<file path="src/hdl/psd_pkg.sv">
// ----------------------------------------------------------------------------
// psd_pkg
// Shared constants and types for the 3D point to segment distance block.
// ----------------------------------------------------------------------------
package psd_pkg;

    // Default coordinate width and number of fraction bits in the result.
    localparam int COORD_BITS_DEF = 16;
    localparam int FRAC_BITS_DEF  = 16;

    // Number of spatial dimensions.
    localparam int DIMS = 3;

    // Control that travels beside every pipeline stage and cell.
    typedef struct packed {
        logic valid;
        logic degen;
    } psd_ctl_t;

endpackage

</file>
<file path="src/hdl/psd_sqrt_cell.sv">
// ----------------------------------------------------------------------------
// psd_sqrt_cell
// One digit-by-digit square root step: brings down two radicand bits and
// produces one root bit.
// ----------------------------------------------------------------------------
module psd_sqrt_cell
    import psd_pkg::*;
#(
    parameter int X_W = 68,
    parameter int R_W = 34
)
(
    input  logic           clk,
    input  logic           rst_n,
    input  logic           en,
    input  psd_ctl_t       ctl_in,
    input  logic [X_W-1:0] x_in,
    input  logic [R_W+1:0] rem_in,
    input  logic [R_W-1:0] root_in,
    output psd_ctl_t       ctl_out,
    output logic [X_W-1:0] x_out,
    output logic [R_W+1:0] rem_out,
    output logic [R_W-1:0] root_out
);

    psd_ctl_t       ctl_reg;
    logic [X_W-1:0] x_reg;
    logic [R_W+1:0] rem_reg;
    logic [R_W-1:0] root_reg;
    logic [R_W+3:0] rem2;
    logic [R_W+3:0] trial;
    logic [R_W+3:0] diff;
    logic           ge;

    // Trial subtraction of 4*root + 1.
    assign rem2  = {rem_in, x_in[X_W-1:X_W-2]};
    assign trial = {2'b00, root_in, 2'b01};
    assign diff  = rem2 - trial;
    assign ge    = (rem2 >= trial);

    always_ff @(posedge clk or negedge rst_n)
    begin
        if (!rst_n)
        begin
            ctl_reg <= '0;
        end
        else if (en)
        begin
            ctl_reg <= ctl_in;
        end
    end

    always_ff @(posedge clk)
    begin
        if (en)
        begin
            x_reg    <= {x_in[X_W-3:0], 2'b00};
            rem_reg  <= ge ? diff[R_W+1:0] : rem2[R_W+1:0];
            root_reg <= {root_in[R_W-2:0], ge};
        end
    end

    assign ctl_out  = ctl_reg;
    assign x_out    = x_reg;
    assign rem_out  = rem_reg;
    assign root_out = root_reg;

endmodule

</file>
<file path="config.mk">
export PLATFORM = sky130hd
export DESIGN_NAME = psd_sqrt_cell
export DESIGN_NICKNAME = d
export VERILOG_FILES = /design/src/hdl/psd_pkg.sv /design/src/hdl/psd_sqrt_cell.sv
export SDC_FILE = /design/constraint.sdc
export NUM_CORES = 1
export LEC_CHECK = 0
export BUFFER_PORTS_ARGS = -buffer_cell sky130_fd_sc_hd__buf_2
export CAP_MARGIN = 20
export CORE_AREA = 2 2 121 123
export DETAILED_ROUTE_END_ITERATION = 10
export DIE_AREA = 0 0 123 125
export PLACE_DENSITY_LB_ADDON = 0.08
export SYNTH_ARGS = -nofsm -noshare
export SYNTH_HDL_FRONTEND = slang
export SYNTH_SLANG_ARGS = --single-unit
</file>
<file path="constraint.sdc">
create_clock -name clk -period 1.8 [get_ports clk]
set_input_delay 0 -clock clk [delete_from_list [all_inputs] [get_ports clk]]
set_output_delay 0 -clock clk [all_outputs]
set_load 0.005 [all_outputs]
</file>
==> results of run 1 <==
## timing repair
action | 4_1_cts | 5_1_grt
cloned | 2 | 2
gates resized for setup | 46 | 56
hold endpoints to repair | 138 | 0
pin swaps | 22 | 40
setup buffers | 2 | 6
endpoints found under the setup margin | 37 | 37
hold buffers | 138 | 0
## how the worst max path moves through the flow
| stage | startpoint | endpoint | slack [ns] | cells after the start |
|---|---|---|---|---|
| 2_1_floorplan | root_in[5] | rem_out[12]$_DFFE_PP_ | -0.71 | 11 |
| 3_3_place_gp | rem_in[23] | rem_out[35]$_DFFE_PP_ | -0.89 | 11 |
| 3_5_place_dp | root_in[23] | rem_out[35]$_DFFE_PP_ | -0.90 | 12 |
| 4_1_cts | root_in[0] | rem_out[32]$_DFFE_PP_ | -0.27 | 14 |
| 5_1_grt | root_in[10] | rem_out[28]$_DFFE_PP_ | -0.46 | 13 |
| 6_report | root_in[24] | rem_out[32]$_DFFE_PP_ | -0.37 | 14 |
## synth_stat cells (2+ instances only)
master,n
nor3_1,6
and3_1,3
mux2_1,2
mux2_2,2
a2111o_1,2
nand4_1,6
buf_4,5
mux2i_1,2
o21bai_1,4
xor2_1,13
a2111oi_0,3
buf_8,3
nand2_1,57
edfxtp_1,136
clkbuf_1,6
o21ai_1,7
nand2b_1,4
o21ai_0,22
dfrtp_1,2
o21ai_2,22
inv_1,44
o211ai_1,3
a211oi_1,2
o21a_1,5
nand3_1,9
a221o_1,2
nor3b_1,2
o41ai_1,2
nor2b_1,8
a31oi_1,7
nor2_1,23
xnor2_1,17
nor4_1,2
a21o_1,14
ha_1,36
a21oi_1,38
## sequential cells by signal, summed over array words and instances (netlist names)
register  flops
x_out        66
rem_out      36
root_out     34
ctl_out       2
## per-stage QoR
step / hold WS, ns / setup slack [ns] / total power [mW] / setup TNS [ns] / std cells
after floorplan: -0.296 / -0.706 / 4.97 / -19.95 / 544
after global placement: -0.214 / -0.887 / 6.10 / -29.97 / 1153
after detailed placement: -0.213 / -0.902 / 6.14 / -30.02 / 1153
after CTS: 0.00999 / -0.273 / 9.78 / -6.77 / 1326
after global routing: 0.0248 / -0.461 / 10.5 / -11.43 / 1335
final: 0.0142 / -0.373 / 10.2 / -10.24 / 1335
## layout make-up
class                           count  area share
Timing Repair Buffer              590       0.354
Sequential cell                   138       0.337
Multi-Input combinational cell    346       0.231
Clock buffer                       17      0.0347
Tap cell                          184      0.0188
Inverter                           44      0.0147
Clock inverter                     15      0.0104
Antenna cell                        1    0.000204
## logic make-up (layout without fill, tap and decap cells)
kind of cell / Yosys count / in the layout / synth area share
AO/OA/AOI/OAI: 147 / 147 / 0.148
XOR/XNOR: 30 / 30 / 0.0388
adder cells (fa/ha/maj): 36 / 36 / 0.0665
buffers and inverters: 60 / 666 / 0.0423
flip-flops: 138 / 138 / 0.610
multiplexers: 6 / 6 / 0.00961
other: 1 / 3 / 0.000554
AND/OR/NAND/NOR: 125 / 125 / 0.0839
## layer usage
layer | up-vias | GRT usage
met1 | 3385 | 0.352
met4 | 0 | 0.156
met5 | - | 0
met3 | 87 | 0.0716
met2 | 409 | 0.548
li1 | 3205 | -
## report_power, final
group	total, mW	internal [mW]	switching, mW
clock network	3.40	1.81	1.59
registers	4.03	3.92	0.109
logic	2.72	1.44	1.27
total	10.2	7.18	2.98
==> metrics, run 1 <==
outcome=finished with violations; failing checks=negative setup slack; Initial Utilization=0.477; Tcrit/Tclk final=1.21; clk_skew=0 ns; r2r worst-path depth=1; vias in the first global route=between 7,000 and 8,000; final net count=approximately 1,300; Synth Register Bits=between 100 and 150; Design Area, Final=between 0.01 and 0.015 mm2; number of port buffers=280; worst path arrival time=roughly 2.4 ns; post-layout util=0.864; Worst-path clk slew=~0.070 ns; top sig layer=met4; post-DP HPWL=about 15,000 um; Multi-input gate area=roughly 0.0028 mm2; top post-synthesis cells by area=edfxtp_1 60%, ha_1 6.7%, nand2_1 3.2%, o21ai_2 2.8%, a21oi_1 2.8%; area grow syn2layout=81.2%; synth warn=0; most common cell after layout, fill and taps aside=buf_2; Post-synth EDFFs=roughly 140; PwrDens=around 830 mW/mm2; slowest stage delay, CP=between 0.2 and 0.3 ns; fin crit period=between 2 and 2.5 ns; Total Wirelength=26,700 um; Seq/Total Area, Yosys=0.610; crit end category=flop; worst path cell trace=buf_2, inv_1, ha_1, buf_4, o21ai_1, nand2b_1, a31oi_1, o221ai_1, a31o_4, a211oi_4, buf_6, buf_12, mux2i_1, o311ai_1; worst hold path class=primary input to flop; hold_sp=en; Max FO, Critical Path=6; gr ovfl total=0; FF/Latch Area=between 0.004 and 0.005 mm2; Synth top area share=0.603; Final Hold Vio Count=0; worst path required time=about 2 ns; worst reg2reg path startpoint=ctl_out[0]$_DFFE_PN0P_; maximum vdd drop=between 0.0005 and 0.0006 V; RSZ-0062 raised after global routing=yes; Synth Instances=around 540; IO Pins=~280; Worst Path Buf+Inv=5; initial antenna violation count=1; Die H=125 um; CTS max path bufs=2; Core Box Area=0.0142 mm2; first-pass GRT wire length=36,300 um; # DRC=0; routability congestion estimate=~0.9; worst reg2reg endpoint=ctl_out[0]$_DFFE_PN0P_; Root Driver=clkbuf_16; max cap viols=0; via-per-instance ratio=~5.3; ys flop type=edfxtp_1; endpoints failing setup=37; worst setup path class=primary input to flop; Async S/R FF share, synth=0.0145; Pins Over Slew Limit=0; leakage=approximately 5.5 nW; Slowest-stage cell, CP=a211oi_4; startpoint types=primary input; hold path depth=1; CTS sink count=138; Filler cells=696; Wirelength per Cell=roughly 20 um; H-tree depth reported by CTS=4; CTS tree=done; Final ANT Viol Nets=0; flop-to-flop setup slack=1.00 ns; GRT Total Usage=0.312; largest net degree at the start of global routing=45; Area after DPL=~0.0097 mm2; total CTS buffers=17; Avg Inst Size Synth=roughly 12 um2; die area=0.0154 mm2; fmax=0.460 GHz; Die W=between 100 and 150 um; synthesized area=~0.0068 mm2; Final WS setup=-0.373 ns; routed wl met3=2130 um; TritonRoute pass-1 iters=5; Clock Latency Late Sink=0.43 ns; most frequent cells in the layout=274 x buf_2, 150 x buf_4, 138 x dlygate4sd3_1; # rows=between 40 and 50; delay-heaviest family, CP=compound AO/OA/AOI/OAI gates; routed vias=7,086; layout cells sized above 1=0.506; Routed met2 length=roughly 14,000 um; Synth cell types=58; 1st-iter DRT viols=around 540; Hold Crit Endpoint=rem_out[33]$_DFFE_PP_; met1 wire length=~9700 um; cell taking the most area after synthesis=edfxtp_1
(Power assumes the default switching activity.)
==> run 2: changes to the inputs <==
--- a/config.mk
+++ b/config.mk
@@ -7,9 +7,10 @@
 export LEC_CHECK = 0
 export BUFFER_PORTS_ARGS = -buffer_cell sky130_fd_sc_hd__buf_2
 export CAP_MARGIN = 20
-export CORE_AREA = 2 2 121 123
+export CORE_AREA = 3 3 122 124
 export DETAILED_ROUTE_END_ITERATION = 10
-export DIE_AREA = 0 0 123 125
+export DIE_AREA = 0 0 125 127
+export GPL_TIMING_DRIVEN = 0
 export PLACE_DENSITY_LB_ADDON = 0.08
 export SYNTH_ARGS = -nofsm -noshare
 export SYNTH_HDL_FRONTEND = slang
==> run 2 against run 1 <==
Compared with the run above:
- the flow finishes with violations (design-rule violations, negative setup slack)
- global-route usage down 4.0 points
- critical path depth is 2 lower
- cell area is 7.0% lower
- worst setup slack improved by 0.020 ns
- clock-buffer cell count up 2
- wire length is 14% lower
- cell count is 9.6% lower
- non-clock buffer count down 124
- largest cell class is now flip-flops and latches
- largest power group unchanged
- highest routed layer is now met5
- core utilization is 4.2 points lower
==> metrics, run 2 (synthesized netlist as in run 1, its figures left out) <==
max cap viols=0 (unchanged); leakage=4.93 nW (was 5.49 nW); fin crit period=2.15 ns (was 2.17 ns); max reg flops=66 (unchanged); # rows=43 (was 44); fmax=0.465 GHz (was 0.460 GHz); Wirelength per Cell=19.0 um (was 20.0 um); 1st-iter DRT viols=498 (was 535); CTS sink count=138 (unchanged); Crit path depth=12 (was 14); FF/Latch Area=0.00413 mm2 (unchanged); Tcrit/Tclk final=1.20 (was 1.21); IO Pins=283 (unchanged); H-tree depth reported by CTS=4 (unchanged); met2 Use GR=0.482 (was 0.548); routed vias=6,435 (was 7,086); number of port buffers=280 (unchanged); r2r worst-path depth=1 (unchanged); Critical Path Sink=rem_out[35]$_DFFE_PP_ (was rem_out[32]$_DFFE_PP_); Worst-path clk slew=0.07 ns (about the same); final cell count without fillers=1,207 (was 1,335); CTS tree=done (unchanged); CTS max path bufs=2 (unchanged); Final Hold Vio Count=0 (unchanged); failing checks=design-rule violations, negative setup slack (was negative setup slack); Die W=125 um (was 123 um); Cells after DPL=1,005 (was 1,153); worst setup path class=primary input to flop (unchanged); worst setup path start=root_in[5] (was root_in[24]); first-pass GRT wire length=34,100 um (was 36,300 um); final net count=1,192 (was 1,316); die area=0.0159 mm2 (was 0.0154 mm2); RSZ-0062 raised after global routing=yes (unchanged); Post-Place Worst Slack=-1.24 ns (was -0.902 ns); area grow syn2layout=68.6% (was 81.2%); flop-to-flop setup slack=1.06 ns (was 1.00 ns); layout cells sized above 1=0.461 (was 0.506); endpoints failing setup=37 (unchanged); routability congestion estimate=0.917 (was 0.875); Slowest-stage cell, CP=a2111o_1 (was a211oi_4); worst hold path class=primary input to flop (unchanged); vias in the first global route=6,530 (was 7,105); PwrDens=860 mW/mm2 (was 827 mW/mm2); Filler cells=786 (was 696); total CTS buffers=17 (unchanged); Initial Utilization=0.488 (was 0.477); most used routing layer=met2 (unchanged); most frequent cells in the layout=271 x buf_2, 139 x dlygate4sd3_1, 136 x edfxtp_1 (was 274 x buf_2, 150 x buf_4, 138 x dlygate4sd3_1); Clock Latency Late Sink=0.42 ns (was 0.43 ns); Max FO, Critical Path=7 (was 6); worst path arrival time=2.33 ns (was 2.35 ns); worst path cell trace=buf_12, inv_12, ha_4, a2111o_1, o21ai_4, o41a_4, o21ai_4, a31o_4, a211oi_4, buf_6, a211oi_2, a32o_2 (was buf_2, inv_1, ha_1, buf_4, o21ai_1, nand2b_1, a31oi_1, o221ai_1, a31o_4, a211oi_4, buf_6, buf_12, mux2i_1, o311ai_1); startpoint types=primary input (unchanged); worst reg2reg endpoint=ctl_out[1]$_DFFE_PN0P_ (was ctl_out[0]$_DFFE_PN0P_); gr ovfl total=0 (unchanged); outcome=finished with violations (unchanged); maximum vdd drop=0.000575 V (was 0.000553 V); initial antenna violation count=2 (was 1); worst reg2reg path startpoint=ctl_out[1]$_DFFE_PN0P_ (was ctl_out[0]$_DFFE_PN0P_); CP dominant cell by count=o21ai_4; crit end category=flop (unchanged); Die H=127 um (was 125 um); GRT Total Usage=0.272 (was 0.312); Final ANT Viol Nets=0 (unchanged); Root Driver=clkbuf_16 (unchanged); post-DP HPWL=14,300 um (was 15,300 um); delay-heaviest family, CP=compound AO/OA/AOI/OAI gates (unchanged); via-per-instance ratio=5.33 (was 5.31); slowest stage delay, CP=0.40 ns (was 0.26 ns); Final WS setup=-0.352 ns (was -0.373 ns); # DRC=1 (was 0); Multi-input gate area=0.00290 mm2 (was 0.00284 mm2); met3 usage=0.0694 (was 0.0716); clk_skew=0 ns (unchanged); worst path required time=1.98 ns (was 1.97 ns); largest net degree at the start of global routing=91 (was 45); TritonRoute pass-1 iters=8 (was 5); Worst Path Buf+Inv=3 (was 5); most common cell after layout, fill and taps aside=buf_2 (unchanged); met1 Use GR=0.323 (was 0.352); Total Wirelength=22,900 um (was 26,700 um); Pins Over Slew Limit=0 (unchanged); Core Box Area=0.0139 mm2 (was 0.0142 mm2)
run 2: changes by cell type in the layout (fill, tap and decap cells not counted), sizes merged:
cell / before / now
buf: 450 / 322
bufinv: 0 / 2
clkbuf: 19 / 24
clkinv: 2 / 5
dlygate4sd3: 138 / 139
inv: 53 / 46
run 2: power breakdown:
group | leakage, nW | switching (mW) | internal, mW | total, mW
sequential | 1.35 | 0.0845 | 3.92 | 4.01
combinational | 3.31 | 1.14 | 1.19 | 2.33
clock | 0.270 | 1.43 | 2.05 | 3.48
run 2: how the worst min path moves through the flow:
| stage | from | endpoint | slack, ns | cells after the start |
|---|---|---|---|---|
| finish | en | root_out[32]$_DFFE_PP_ | 0.02 | 1 |
| global route | en | root_out[32]$_DFFE_PP_ | 0.03 | 1 |
| CTS | en | root_out[32]$_DFFE_PP_ | 0.02 | 1 |
| detailed placement | rst_n | ctl_out[1]$_DFFE_PN0P_ | -0.21 | 1 |
| global placement | rst_n | ctl_out[0]$_DFFE_PN0P_ | -0.22 | 1 |
| floorplan | rst_n | ctl_out[0]$_DFFE_PN0P_ | -0.30 | 0 |
run 2: through the flow:
stage | power, mW | setup TNS, ns | util | instance area (um2) | hold WS, ns
after global routing | 10.2 | -13.22 | 0.822 | 11400 | 0.0268
after CTS | 9.61 | -8.65 | 0.789 | 11000 | 0.0239
after floorplan | 4.97 | -19.95 | - | 6910 | -0.296
after global placement | 5.72 | -145.93 | 0.615 | 8530 | -0.215
final | 9.81 | -10.56 | 0.822 | 11400 | 0.0172
after detailed placement | 5.75 | -40.54 | 0.617 | 8570 | -0.211
run 2: area by class of cell:
cell class	instances	share of cell area
inverter	44	0.0158
clock buffer	19	0.0379
multi-input combinational	346	0.254
clock inverter	13	0.0126
timing repair buffer	457	0.287
tap	180	0.0197
antenna	1	0.000219
sequential	138	0.362
buffer	9	0.0114
run 2: layer usage:
metal  up-vias  part of all wire
li1       2960                 -
met4         2             0.027
met5         -           0.00057
met1      3107              0.38
met2       314              0.52
met3        52             0.073
run 2: timing repair:
action                                 4_1_cts  5_1_grt
hold buffers                               139        0
resized for setup                           65       70
endpoints found under the hold margin      139        0
cloned                                       1        4
pin swaps                                   28       37
setup buffers                               25        8
setup endpoints to repair                   37       37
